===== src/rtl/core/abd_pkg.sv =====
// Package: shared types, constants and predictor taps for the ADPCM block decoder.
`default_nettype none
package abd_pkg;

  localparam int unsigned POS_W   = 4;
  localparam int unsigned SHIFT_W = 4;
  localparam int unsigned FILT_W  = 3;
  localparam int unsigned TAP_W   = 8;
  localparam int unsigned SAMP_W  = 16;
  localparam int unsigned PROD_W  = SAMP_W + TAP_W;
  localparam int unsigned PRED_SH = 6;
  localparam int unsigned SUM_W   = 20;

  // Block layout
  localparam logic [POS_W-1:0] POS_HEADER = 4'd0;
  localparam logic [POS_W-1:0] POS_FLAGS  = 4'd1;
  localparam logic [POS_W-1:0] POS_LAST   = 4'd15;

  localparam logic [FILT_W-1:0] FILT_MAX  = 3'd4;

  // Command codes
  localparam logic CMD_STREAM  = 1'b0;
  localparam logic CMD_RESTART = 1'b1;

  // Saturation limits
  localparam logic signed [SUM_W-1:0]  SUM_MAX     = 20'sd32767;
  localparam logic signed [SUM_W-1:0]  SUM_MIN     = -20'sd32768;
  localparam logic signed [SAMP_W-1:0] SAMP_MAX    = 16'sh7fff;
  localparam logic signed [SAMP_W-1:0] SAMP_MIN    = 16'sh8000;
  localparam logic signed [SAMP_W-1:0] SAMP_OUT_MIN = 16'sh8001;

  typedef enum logic [1:0] {
    END_CONTINUE = 2'd0,
    END_STOP     = 2'd1,
    END_LOOP     = 2'd2
  } abd_end_t;

  // One data byte waiting for its two nibbles to be decoded
  typedef struct packed {
    logic                valid;
    logic                phase;
    logic [7:0]          data;
    logic [SHIFT_W-1:0]  shift;
    logic [FILT_W-1:0]   filt;
    logic                done;
    logic                loop_mark;
    abd_end_t            end_action;
    logic                bad;
  } abd_job_t;

  function automatic logic signed [TAP_W-1:0] tap_a(input logic [FILT_W-1:0] f);
    logic signed [TAP_W-1:0] k;
    case (f)
      3'd1:    k = 8'sd60;
      3'd2:    k = 8'sd115;
      3'd3:    k = 8'sd98;
      3'd4:    k = 8'sd122;
      default: k = 8'sd0;
    endcase
    return k;
  endfunction

  function automatic logic signed [TAP_W-1:0] tap_b(input logic [FILT_W-1:0] f);
    logic signed [TAP_W-1:0] k;
    case (f)
      3'd2:    k = -8'sd52;
      3'd3:    k = -8'sd55;
      3'd4:    k = -8'sd60;
      default: k = 8'sd0;
    endcase
    return k;
  endfunction

  // Only flag bits 0 and 1 pick the end action
  function automatic abd_end_t end_code(input logic [7:0] flags);
    abd_end_t e;
    if (!flags[0]) begin
      e = END_CONTINUE;
    end else if (flags[1]) begin
      e = END_LOOP;
    end else begin
      e = END_STOP;
    end
    return e;
  endfunction

endpackage
`default_nettype wire


===== src/rtl/core/abd_if.sv =====
// Interfaces: input, result and configuration channels of the ADPCM block decoder.
`default_nettype none
interface abd_in_if;
  logic       valid;
  logic       ready;
  logic       cmd;
  logic [7:0] block_byte;
  modport source (output valid, output cmd, output block_byte, input ready);
  modport sink   (input valid, input cmd, input block_byte, output ready);
endinterface

interface abd_out_if;
  logic               valid;
  logic               ready;
  logic signed [15:0] sample;
  logic               last;
  logic               block_done;
  logic               loop_mark;
  logic [1:0]         end_action;
  logic               bad_filter;
  modport source (output valid, output sample, output last, output block_done,
                  output loop_mark, output end_action, output bad_filter, input ready);
  modport sink   (input valid, input sample, input last, input block_done,
                  input loop_mark, input end_action, input bad_filter, output ready);
endinterface

interface abd_cfg_if;
  logic valid;
  logic ready;
  logic output_enable;
  modport source (output valid, output output_enable, input ready);
  modport sink   (input valid, input output_enable, output ready);
endinterface
`default_nettype wire


===== src/rtl/core/abd_parser.sv =====
// Block parser: tracks byte position, header and flags, and holds the data byte in work.
`default_nettype none
module abd_parser
  import abd_pkg::*;
(
  input  wire logic       clk,
  input  wire logic       rst_n,
  input  wire logic       in_xfer,
  input  wire logic       in_cmd,
  input  wire logic [7:0] in_byte,
  input  wire logic       adv,
  output logic            restart,
  output abd_job_t        job
);

  logic [POS_W-1:0]   pos_r, pos_nxt;
  logic [SHIFT_W-1:0] shift_r, shift_nxt;
  logic [FILT_W-1:0]  filt_r, filt_nxt;
  logic [7:0]         flags_r, flags_nxt;
  logic               bad_r, bad_nxt;
  abd_job_t           job_r, job_nxt;

  assign restart = in_xfer && (in_cmd == CMD_RESTART);
  assign job     = job_r;

  always_comb begin
    pos_nxt   = pos_r;
    shift_nxt = shift_r;
    filt_nxt  = filt_r;
    flags_nxt = flags_r;
    bad_nxt   = bad_r;
    job_nxt   = job_r;

    // advance the byte in work: low nibble, then high nibble, then drop
    if (adv && job_r.valid) begin
      if (!job_r.phase) begin
        job_nxt.phase = 1'b1;
      end else begin
        job_nxt.valid = 1'b0;
      end
    end

    if (restart) begin
      pos_nxt   = '0;
      shift_nxt = '0;
      filt_nxt  = '0;
      flags_nxt = '0;
      bad_nxt   = 1'b0;
    end else if (in_xfer) begin
      pos_nxt = pos_r + POS_W'(1);
      unique case (pos_r)
        POS_HEADER: begin
          shift_nxt = in_byte[3:0];
          bad_nxt   = (in_byte[7:4] > {1'b0, FILT_MAX});
          filt_nxt  = bad_nxt ? '0 : in_byte[6:4];
        end
        POS_FLAGS: begin
          flags_nxt = in_byte;
        end
        default: begin
          job_nxt.valid      = 1'b1;
          job_nxt.phase      = 1'b0;
          job_nxt.data       = in_byte;
          job_nxt.shift      = shift_r;
          job_nxt.filt       = filt_r;
          job_nxt.done       = (pos_r == POS_LAST);
          job_nxt.loop_mark  = flags_r[2];
          job_nxt.end_action = end_code(flags_r);
          job_nxt.bad        = bad_r;
        end
      endcase
    end
  end

  always_ff @(posedge clk) begin
    if (!rst_n) begin
      pos_r       <= '0;
      shift_r     <= '0;
      filt_r      <= '0;
      flags_r     <= '0;
      bad_r       <= 1'b0;
      job_r.valid <= 1'b0;
    end else begin
      pos_r   <= pos_nxt;
      shift_r <= shift_nxt;
      filt_r  <= filt_nxt;
      flags_r <= flags_nxt;
      bad_r   <= bad_nxt;
      job_r   <= job_nxt;
    end
  end

endmodule
`default_nettype wire


===== src/rtl/core/abd_predict.sv =====
// Nibble decoder: scale, two-tap prediction, saturation and the history registers.
`default_nettype none
module abd_predict
  import abd_pkg::*;
(
  input  wire logic                     clk,
  input  wire logic                     rst_n,
  input  wire abd_job_t                 job,
  input  wire logic                     step,
  input  wire logic                     clear,
  output logic signed [SAMP_W-1:0]      fa
);

  logic signed [SAMP_W-1:0] h1_r, h1_nxt;
  logic signed [SAMP_W-1:0] h2_r, h2_nxt;

  logic [3:0]                        nib;
  logic signed [SAMP_W-1:0]          scaled;
  logic signed [SAMP_W-1:0]          base;
  logic signed [PROD_W-1:0]          pa;
  logic signed [PROD_W-1:0]          pb;
  logic signed [PROD_W-PRED_SH-1:0]  pa_s;
  logic signed [PROD_W-PRED_SH-1:0]  pb_s;
  logic signed [SUM_W-1:0]           sum;

  always_comb begin
    nib    = job.phase ? job.data[7:4] : job.data[3:0];
    scaled = $signed({nib, 12'h000});
    base   = scaled >>> job.shift;
    pa     = PROD_W'(h1_r) * PROD_W'(tap_a(job.filt));
    pb     = PROD_W'(h2_r) * PROD_W'(tap_b(job.filt));
    // floor divide by 64: drop the low bits of each product
    pa_s   = $signed(pa[PROD_W-1:PRED_SH]);
    pb_s   = $signed(pb[PROD_W-1:PRED_SH]);
    sum    = $signed({{(SUM_W-SAMP_W){base[SAMP_W-1]}}, base})
           + $signed({{(SUM_W-(PROD_W-PRED_SH)){pa_s[PROD_W-PRED_SH-1]}}, pa_s})
           + $signed({{(SUM_W-(PROD_W-PRED_SH)){pb_s[PROD_W-PRED_SH-1]}}, pb_s});
    if (sum > SUM_MAX) begin
      fa = SAMP_MAX;
    end else if (sum < SUM_MIN) begin
      fa = SAMP_MIN;
    end else begin
      fa = sum[SAMP_W-1:0];
    end
  end

  always_comb begin
    h1_nxt = h1_r;
    h2_nxt = h2_r;
    if (clear) begin
      h1_nxt = '0;
      h2_nxt = '0;
    end else if (step) begin
      h2_nxt = h1_r;
      h1_nxt = fa;
    end
  end

  always_ff @(posedge clk) begin
    if (!rst_n) begin
      h1_r <= '0;
      h2_r <= '0;
    end else begin
      h1_r <= h1_nxt;
      h2_r <= h2_nxt;
    end
  end

endmodule
`default_nettype wire


===== src/rtl/core/adpcm_block_sample_decoder.sv =====
// Top level of the voice ADPCM block decoder: channels, output register and config.
//
// Usage:
//   in_bus  : one transfer per stream byte (cmd, block_byte). cmd = restart clears the
//             history, the block position, shift, filter and flags; it gives no result.
//   out_bus : one transfer per decoded sample. Each data byte gives two samples, low
//             nibble first; the header and flags bytes give none.
//   cfg_bus : writes output_enable; always ready. Write it only while the block is idle.
// Path: a data byte is held in the parser's job register, and each of its nibbles is
//   decoded combinationally and loaded into the output register, low nibble first.
// Throughput: one nibble is decoded per cycle while the output register can advance,
//   through a single scale, predict and saturate stage; header and flags bytes give none.
//   in_ready stays high while the last nibble of the byte in work is leaving.
// Reset (rst_n low, synchronous): history, position, header state, output_enable and
//   all valid flags clear.
// Stall: while out_bus.ready is low the output register holds its sample, the byte in
//   work holds its nibble, and in_bus.ready drops once a data byte is waiting.
`default_nettype none
module adpcm_block_sample_decoder
  import abd_pkg::*;
(
  input  wire logic   clk,
  input  wire logic   rst_n,
  abd_in_if.sink      in_bus,
  abd_out_if.source   out_bus,
  abd_cfg_if.sink     cfg_bus
);

  abd_job_t                 job;
  logic                     restart;
  logic                     adv;
  logic                     in_xfer;
  logic                     step;
  logic signed [SAMP_W-1:0] fa;

  logic                     out_valid_r, out_valid_nxt;
  logic signed [SAMP_W-1:0] sample_r, sample_nxt;
  logic                     last_r, done_r, loop_r, bad_r;
  abd_end_t                 end_r;
  logic                     enable_r;

  // The output register can take a sample when empty or being drained this cycle
  assign adv     = !out_valid_r || out_bus.ready;
  assign step    = adv && job.valid;
  // Take a new byte when no nibble would be left behind
  assign in_bus.ready = !job.valid || (job.phase && adv);
  assign in_xfer = in_bus.valid && in_bus.ready;

  assign cfg_bus.ready = 1'b1;

  abd_parser u_parser (
    .clk     (clk),
    .rst_n   (rst_n),
    .in_xfer (in_xfer),
    .in_cmd  (in_bus.cmd),
    .in_byte (in_bus.block_byte),
    .adv     (adv),
    .restart (restart),
    .job     (job)
  );

  abd_predict u_predict (
    .clk   (clk),
    .rst_n (rst_n),
    .job   (job),
    .step  (step),
    .clear (restart),
    .fa    (fa)
  );

  // Output sample: zero when disabled, else keep off the most negative code
  always_comb begin
    if (!enable_r) begin
      sample_nxt = '0;
    end else if (fa == SAMP_MIN) begin
      sample_nxt = SAMP_OUT_MIN;
    end else begin
      sample_nxt = fa;
    end
    out_valid_nxt = out_valid_r;
    if (step) begin
      out_valid_nxt = 1'b1;
    end else if (out_bus.ready) begin
      out_valid_nxt = 1'b0;
    end
  end

  always_ff @(posedge clk) begin
    if (!rst_n) begin
      out_valid_r <= 1'b0;
      enable_r    <= 1'b0;
    end else begin
      out_valid_r <= out_valid_nxt;
      if (cfg_bus.valid) begin
        enable_r <= cfg_bus.output_enable;
      end
    end
  end

  // Payload: load on every step, no reset needed
  always_ff @(posedge clk) begin
    if (step) begin
      sample_r <= sample_nxt;
      last_r   <= job.phase;
      done_r   <= job.phase && job.done;
      loop_r   <= job.phase && job.done && job.loop_mark;
      end_r    <= (job.phase && job.done) ? job.end_action : END_CONTINUE;
      bad_r    <= job.bad;
    end
  end

  assign out_bus.valid      = out_valid_r;
  assign out_bus.sample     = sample_r;
  assign out_bus.last       = last_r;
  assign out_bus.block_done = done_r;
  assign out_bus.loop_mark  = loop_r;
  assign out_bus.end_action = end_r;
  assign out_bus.bad_filter = bad_r;

  // A byte is never taken while its predecessor still has a nibble to go
  a_no_overrun: assert property (@(posedge clk) disable iff (!rst_n)
    in_xfer |-> (!job.valid || (job.phase && adv)))
    else $error("input byte taken over a pending nibble");

  // A new sample appears only from a byte in work
  a_out_source: assert property (@(posedge clk) disable iff (!rst_n)
    $rose(out_valid_r) |-> $past(job.valid))
    else $error("output valid without a byte in work");

  // Block end is reported only on a high-nibble sample
  a_done_last: assert property (@(posedge clk) disable iff (!rst_n)
    (out_valid_r && done_r) |-> last_r)
    else $error("block end on a low-nibble sample");

  // The most negative code never leaves the block
  a_clamp: assert property (@(posedge clk) disable iff (!rst_n)
    out_valid_r |-> (sample_r != SAMP_MIN))
    else $error("sample not clamped");

endmodule
`default_nettype wire


===== src/flat_wrapper.sv =====
// flat-port wrapper written by rule: the top's interface ports become plain ports
module adpcm_block_sample_decoder_flat import abd_pkg::*;
  (clk, rst_n, in_bus_valid, in_bus_cmd, in_bus_block_byte, in_bus_ready, out_bus_valid, out_bus_sample, out_bus_last, out_bus_block_done, out_bus_loop_mark, out_bus_end_action, out_bus_bad_filter, out_bus_ready, cfg_bus_valid, cfg_bus_output_enable, cfg_bus_ready);
  abd_in_if in_bus_i ();
  abd_out_if out_bus_i ();
  abd_cfg_if cfg_bus_i ();
  input  wire logic clk;
  input  wire logic rst_n;
  input wire logic [$bits(in_bus_i.valid)-1:0] in_bus_valid;
  input wire logic [$bits(in_bus_i.cmd)-1:0] in_bus_cmd;
  input wire logic [$bits(in_bus_i.block_byte)-1:0] in_bus_block_byte;
  output wire logic [$bits(in_bus_i.ready)-1:0] in_bus_ready;
  output wire logic [$bits(out_bus_i.valid)-1:0] out_bus_valid;
  output wire logic [$bits(out_bus_i.sample)-1:0] out_bus_sample;
  output wire logic [$bits(out_bus_i.last)-1:0] out_bus_last;
  output wire logic [$bits(out_bus_i.block_done)-1:0] out_bus_block_done;
  output wire logic [$bits(out_bus_i.loop_mark)-1:0] out_bus_loop_mark;
  output wire logic [$bits(out_bus_i.end_action)-1:0] out_bus_end_action;
  output wire logic [$bits(out_bus_i.bad_filter)-1:0] out_bus_bad_filter;
  input wire logic [$bits(out_bus_i.ready)-1:0] out_bus_ready;
  input wire logic [$bits(cfg_bus_i.valid)-1:0] cfg_bus_valid;
  input wire logic [$bits(cfg_bus_i.output_enable)-1:0] cfg_bus_output_enable;
  output wire logic [$bits(cfg_bus_i.ready)-1:0] cfg_bus_ready;
  assign in_bus_i.valid = in_bus_valid;
  assign in_bus_i.cmd = in_bus_cmd;
  assign in_bus_i.block_byte = in_bus_block_byte;
  assign in_bus_ready = in_bus_i.ready;
  assign out_bus_valid = out_bus_i.valid;
  assign out_bus_sample = out_bus_i.sample;
  assign out_bus_last = out_bus_i.last;
  assign out_bus_block_done = out_bus_i.block_done;
  assign out_bus_loop_mark = out_bus_i.loop_mark;
  assign out_bus_end_action = out_bus_i.end_action;
  assign out_bus_bad_filter = out_bus_i.bad_filter;
  assign out_bus_i.ready = out_bus_ready;
  assign cfg_bus_i.valid = cfg_bus_valid;
  assign cfg_bus_i.output_enable = cfg_bus_output_enable;
  assign cfg_bus_ready = cfg_bus_i.ready;
  adpcm_block_sample_decoder u_core (.clk(clk), .rst_n(rst_n), .in_bus(in_bus_i), .out_bus(out_bus_i), .cfg_bus(cfg_bus_i));
endmodule

===== config.mk =====
export PLATFORM = sky130hd
export DESIGN_NAME = adpcm_block_sample_decoder_flat
export DESIGN_NICKNAME = d
export VERILOG_FILES = /design/src/rtl/core/abd_pkg.sv /design/src/rtl/core/abd_if.sv /design/src/rtl/core/abd_parser.sv /design/src/rtl/core/abd_predict.sv /design/src/rtl/core/adpcm_block_sample_decoder.sv /design/src/flat_wrapper.sv
export SDC_FILE = /design/constraint.sdc
export NUM_CORES = 1
export LEC_CHECK = 0
export BUFFER_PORTS_ARGS = -buffer_cell sky130_fd_sc_hd__buf_2
export CORE_ASPECT_RATIO = 0.7
export CORE_MARGIN = 2
export CORE_UTILIZATION = 45
export CTS_CLUSTER_DIAMETER = 50
export DETAILED_ROUTE_END_ITERATION = 16
export PLACE_DENSITY_LB_ADDON = 0.15
export SLEW_MARGIN = 20
export SYNTH_ARGS = -nofsm -noshare
export SYNTH_HDL_FRONTEND = slang
export SYNTH_HIERARCHICAL = 1
export SYNTH_SLANG_ARGS = --single-unit
export TNS_END_PERCENT = 20

===== constraint.sdc =====
create_clock -name clk -period 10.85 [get_ports clk]
set_input_delay 2.17 -clock clk [delete_from_list [all_inputs] [get_ports clk]]
set_output_delay 2.17 -clock clk [all_outputs]
set_load 0.01 [all_outputs]

## After elaboration in Yosys (flattened, before gate mapping)

Index checks and enable logic that the tools add are counted.

- Reduce and logical (&&, ||, !) cells: 18
- Add/sub/neg operators: 3
- Bitwise gates (word level): 4
- Equal/unequal tests: 7
- Shift-type cells: 1
- Muxes and demuxes: 16
- $mul: 2
- $lt $le $gt $ge: 3

Operators with widths:

| operator | number |
|---|---|
| $mux W22 | 3 |
| $mul A16 B8 Y24 | 2 |
| $mux W16 | 3 |
| $pmux W7 S4 | 1 |
| $pmux W8 S3 | 1 |
| $add A19 B18 Y20 | 1 |
| $gt A20 B16 Y1 const B | 1 |
| $lt A20 B16 Y1 const B | 1 |
| $add A16 B18 Y19 | 1 |
| $eq A16 B16 Y1 const B | 1 |
| $sshr A16 B4 Y16 | 1 |
| $eq A3 B2 Y1 const B | 2 |
| $logic_and A1 B1 Y1 | 6 |
| $mux W2 | 3 |
| $reduce_or A2 Y1 | 3 |
| $add A4 B1 Y4 const B | 1 |
| $eq A4 B1 Y1 const B | 1 |
| $eq A4 B4 Y1 const B | 1 |
| $gt A4 B3 Y1 const B | 1 |
| $logic_not A4 Y1 | 1 |
| $mux W4 | 1 |
| $not A1 Y1 | 4 |
| $reduce_and A2 Y1 | 2 |
| $reduce_and A4 Y1 | 1 |
| 7 further kinds | 11 |

- Output and inout port bits: 25
- Register bits after elaboration: 93
- Input bits: 15

## Longest topological paths before layout

- Word-level depth: 10
- Mapped depth: 38
- Mapped depth without buffers: 37

## By module

Netlist, hierarchy kept.

By module, submodules not included:

| module | cells an instance | area each (um^2) | times used |
|---|---|---|---|
| abd_predict | 1173 | 10085.9 | 1 |
| abd_parser | 105 | 1386.3 | 1 |
| adpcm_block_sample_decoder | 62 | 1007.2 | 1 |

## Worst setup path after synthesis

OpenSTA, ideal clock, no wires.

- Path type: register to register
- From: register u_core.u_parser.job_r, in the netlist u_core/u_parser/job[6]
- To: register u_core.sample_r[10], in the netlist u_core/out_bus.sample[10], data pin
- Setup time: 0.255 ns
- Cell stages (with the launch flop): 37
- Buffers on the path: 2
- Data arrival time: 8.680 ns
- Path slack: 1.915 ns
- Period minus slack after synthesis: 8.935 ns
- Data required time: 10.595 ns
- Path through: edfxtp_1 > buf_2 > nor2b_1 > a21oi_1 > inv_1 > nor2_1 > clkbuf_1 > nor2b_1 > ha_1 > fa_1 > fa_1 > inv_1 > fa_1 > inv_1 > ha_1 > and3_1 > a32o_1 > and3_4 > o31ai_4 > o211ai_1 > or2_1 > xnor2_1 > fa_1 > inv_1 > ha_1 > a21oi_1 > o21ai_1 > o21ai_1 > nand2b_1 > a221oi_1 > nand2_2 > o41a_2 > nor2_1 > nor2_1 > nor4_4 > a41oi_2 > and2_1

- Word-level cells in the longest chain between the ends: 10

Ends and longest elaborated chain:

| what | line | text |
|---|---|---|
| start, declared | abd_parser.sv:21 | `abd_job_t job_r, job_nxt;` |
| start signal, assigned | abd_parser.sv:89 | `job_r <= job_nxt;` |
| $eq A3 B3 Y1 (tied with other cells) | abd_pkg.sv:53, abd_pkg.sv:65 |  |
| $pmux W7 S4 | abd_pkg.sv:53 | `case (f)` |
| $mul A16 B8 Y24 | abd_predict.sv:30 | `pa = PROD_W'(h1_r) * PROD_W'(tap_a(job.filt));` |
| $add A16 B18 Y19 | abd_predict.sv:36 | `+ $signed({{(SUM_W-(PROD_W-PRED_SH)){pa_s[PROD_W-PRED_SH-1]}}, pa_s})` |
| $add A19 B18 Y20 (*) | abd_predict.sv:37 | `+ $signed({{(SUM_W-(PROD_W-PRED_SH)){pb_s[PROD_W-PRED_SH-1]}}, pb_s});` |
| $lt A20 B16 Y1 | abd_predict.sv:40 | `end else if (sum < SUM_MIN) begin` |
| $mux W16 | abd_predict.sv:40 |  |
| $mux W16 (*) | abd_predict.sv:38 | `if (sum > SUM_MAX) begin` |
| via u_core.fa[11] | adpcm_block_sample_decoder.sv:34 | `logic signed [SAMP_W-1:0] fa;` |
| $eq A16 B16 Y1 (*) | adpcm_block_sample_decoder.sv:75 | `end else if (fa == SAMP_MIN) begin` |
| $reduce_or A2 Y1 (no source line) (*) | n/a |  |
| end signal, assigned | adpcm_block_sample_decoder.sv:103 | `sample_r <= sample_nxt;` |
| end, declared | adpcm_block_sample_decoder.sv:37 | `logic signed [SAMP_W-1:0] sample_r, sample_nxt;` |

The timed path passes the listed nets; every way through them passes the cells marked *.
A chain may end at the register's enable or synchronous reset.

## Worst setup path after layout

- From: register u_core.u_parser.job_r, in the netlist u_core/u_parser/job[6]
- To: register u_core.sample_r[12], in the netlist u_core/out_bus.sample[12], data pin

Same word-level chain as after synthesis.

==> summary.md <==
The initial antenna violation count came out at 0. 0 antenna diodes ended up in the layout. For this design the ratio of total power to cell area is 64.5 mW/mm2.

By startpoint and endpoint, the worst setup path is classified as reg2reg. The adder and majority gate portion of the synthesized area works out to 38.6%. From synthesis to final layout, the design area changed by 6.68%. Met2 track demand over resource in global routing: 31.2%.

Ranked by total cell area, the synthesized netlist is headed by fa_1, ha_1, edfxtp_1. In this design, the stage delay of the slowest critical-path cell is 0.66 ns. The first-pass detailed-route iteration total is 5, and the count of antenna-violating nets left after detailed routing is 0. After synthesis, the largest family of logic cells by area is adder cells. The dominant register cell in the synthesized netlist is dfxtp_1. The die is 143 um tall. Setup violations remaining at the end of the flow were counted as 0. After clock tree synthesis, the clock-pin slew on the worst setup and hold paths is 0.08 ns. The run gives 0 as the final count of hold timing violations. Counting instances in the post-synthesis netlist gives the leading cell types as inv_1, fa_1, ha_1. The worst setup path is launched from a flip-flop. VDD sags by at most 75.7 uV. The die boundary width works out to 203 um. Excluding fillers, the count of instances in the completed layout stands at 1734. The synthesized design contains 93 register bits. The biggest fanout along the worst timing path came out at 17. Setup repair after global routing left no endpoint under its margin.

The clock tree buffer depth is 2, and the count of buffers from port buffering is 38. Dividing the detail-routed wire length by the instance count gives 17.7 um. The die covers 0.0291 mm2. Cell type group with the largest total delay on the critical path: adder cells. For the pin count of the biggest net entering global routing, the log shows 37.

The core area was 0.0270 mm2; the worst slew slack as a fraction of its limit was 28.9%. The run gives 1648 as the total nets after synthesis. The overflow left after global routing came out at 0.

The multiplexer area fraction after synthesis came out at 2.36%. The fraction of post-synthesis cell area in the top cell type by area came out at 24.7%. The tool flagged a number of max-cap violations equal to 0.

The fraction of synthesis flops using an asynchronous set or reset pin is 0%. For the total vias in the final route, the log shows 9005. For this configuration, the core starts out at a cell density of 46.2%.

The analysis attributes to cell leakage a power of 6.73 nW. The nature of the critical path endpoint was a flip-flop. For met1 alone, demand over resource in global routing was 36.2%. The number of placement rows was 50; the buffering stage count on the worst path with inverters included was 4. The global routing stage identified its most utilized layer as met1.

The tightest min-delay check is of the reg2reg type. The placer's final routability congestion estimate was 0.901. The cell with the largest stage delay on the worst path is nor2_2. The final wirelength is 30700 um. Largest area contributor in the netlist: fa_1.

The final critical-path share of the clock period came out at 87.3%. TritonCTS built the clock tree. Summed over all nets, the half-perimeter wirelength after detailed placement is 25300 um. The logs give 0 for the count of cells resized by post-cts repair and 1673 for the layout net count. Yosys printed 6 warnings.

Achievable frequency: 106 MHz. In the final layout, the share of cells above drive strength 1 is 9.20%. The synthesized netlist devotes 4.01% of its cell area to XOR and XNOR gates.

For the via count of the first global-routing pass, the log shows 8736. After synthesis, the netlist uses 95 different library cells. In this run the count of I/O pins placed on the die edge is 40. The global-route met3 utilization is 3.33%. Number of buffers inserted for hold repair after clock tree synthesis: 0. Including well taps, the total number of placed cells is 1718.

The final worst clock skew was 0.0148 ns. The count of final max-slew check failures was 0. After detailed routing, the number of vias per cell comes to 5.19.

The tree is rooted in a clkbuf_16. The flow ran to the end, and the final reports show no timing, DRC or antenna violations. Subtracting the final worst setup slack from the clock period gives 9.48 ns. Setup total negative slack on the finished layout was measured at 0 ns. The number of clock buffers added by TritonCTS is 9.

CTS saw 93 sinks. The fraction of the mapped netlist area in simple logic gates came out at 17.5%. The clock latency of the later-clocked register in the worst-skew pair was 0.35 ns; the data required time at the worst endpoint was 10.97 ns. Yosys instantiated no cell more often than inv_1. In this run the number of H-tree levels came out at 3.

The synthesized design contains 43 enable-type register cells. In this run the cell area of the synthesized design comes to 0.0125 mm2. Total routing usage reported by global routing: 22.3%. The synthesized netlist devotes 9.92% of its cell area to compound gates.

The post-synthesis average cell area came out at 9.31 um2. The number of buffers inserted to repair setup after CTS came out at 0. For the pin with the worst max-slew slack, the measured transition is 1.07 ns. Sequential elements use 18.4% of the synthesized area.

The cell count after synthesis came out at 1340. After the first detailed-routing iteration, the DRC count stood at 806. The run gives 49500 um as the wire length of the first global-routing pass.

The DRC violation count after routing is 0, and the worst path arrival time is 9.59 ns.
==> final timing paths <==
check,start,depth (start not counted),slack [ns],endpoint
setup / recovery,u_core/u_parser/job[6],35,1.37,u_core/out_bus.sample[12]
hold / removal,u_core/u_parser/job[0],0,0.42,u_core/out_bus.bad_filter
setup reg to reg,u_core/u_parser/job[6],35,1.37,u_core/out_bus.sample[12]
hold reg to reg,u_core/u_parser/job[0],0,0.42,u_core/out_bus.bad_filter
==> worst register-to-register path, delay by kind of cell (launching register included) <==
| kind | cells | cell delay (ns) |
|---|---|---|
| xor+xnor | 1 | 0.18 |
| flops | 1 | 0.54 |
| compound gates | 12 | 2.80 |
| buf+inv | 4 | 0.20 |
| simple gates | 11 | 2.56 |
| fa+ha+maj | 7 | 2.95 |
==> kinds of logic after synthesis <==
kind of cell,after synthesis
AND/OR/NAND/NOR,419
adder cells (fa/ha/maj),293
buffers and inverters,287
AO/OA/AOI/OAI,164
flip-flops,93
XOR/XNOR,55
multiplexers,28
other,1
==> area by class of cell <==
| cell class | count | area, um2 |
|---|---|---|
| multi-input combinational | 960 | 9050 |
| inverter | 250 | 938 |
| timing repair buffer | 51 | 288 |
| sequential | 93 | 2290 |
| tap | 364 | 455 |
| clock inverter | 7 | 61.3 |
| clock buffer | 9 | 225 |
| fill | 2579 | 13700 |
==> registers in the layout, summed over array words and instances, names as in the netlist <==
register,cells
u_core/u_parser/flags_r,3
u_core/enable_r,1
u_core/out_bus.sample,16
u_core/out_bus.valid,1
u_core/out_bus.block_done,1
u_core/out_bus.end_action,2
u_core/u_predict/h2_r,16
u_core/u_parser/bad_r,1
u_core/u_parser/job,22
u_core/out_bus.loop_mark,1
u_core/u_parser/shift_r,4
u_core/out_bus.last,1
u_core/u_parser/filt_r,3
u_core/u_predict/h1_r,16
u_core/u_parser/pos_r,4
u_core/out_bus.bad_filter,1
==> layer usage <==
layer / wire [um] / share of wire [%]
met1: 16200 / 53
met2: 12100 / 40
met3: 2000 / 6.5
met4: 316 / 1.0
met5: 0 / 0
==> per-stage QoR <==
step	instance area, um2	hold WS, ns	setup slack [ns]	power (mW)	utilization [%]
final	13300	0.424	1.37	0.858	49.3
after global routing	13300	0.430	0.739	0.895	49.3
after CTS	13300	0.426	1.40	0.865	49.3
after detailed placement	13000	0.410	1.45	0.553	48.2
after global placement	13000	0.408	1.26	0.553	48.2
after floorplan	12500	0.400	1.91	0.511	-
==> power breakdown <==
group	switching, mW	internal [mW]	total, mW	leakage (nW)
clock network	0.149	0.161	0.310	0.141
logic	0.107	0.0574	0.164	5.79
registers	0.0103	0.374	0.384	0.805
==> placed cells by master (no fill, tap or decap), types with 4 or more instances in the layout <==
cell / count
buf_2: 38
a21oi_2: 11
xor2_1: 21
nand2b_1: 6
nand2_1: 108
edfxtp_1: 43
o21a_1: 14
fa_1: 154
a21oi_1: 39
or2_2: 4
ha_1: 139
o32ai_1: 7
inv_1: 249
buf_4: 13
mux2i_1: 26
nand3_1: 13
xnor2_1: 33
and2_1: 71
and3_1: 18
nor2_1: 106
nor3_1: 17
nand4_1: 4
clkbuf_16: 9
dfxtp_1: 50
nor2b_1: 40
a21o_1: 9
o21ai_0: 31
Power figures use the tool's default switching activity.
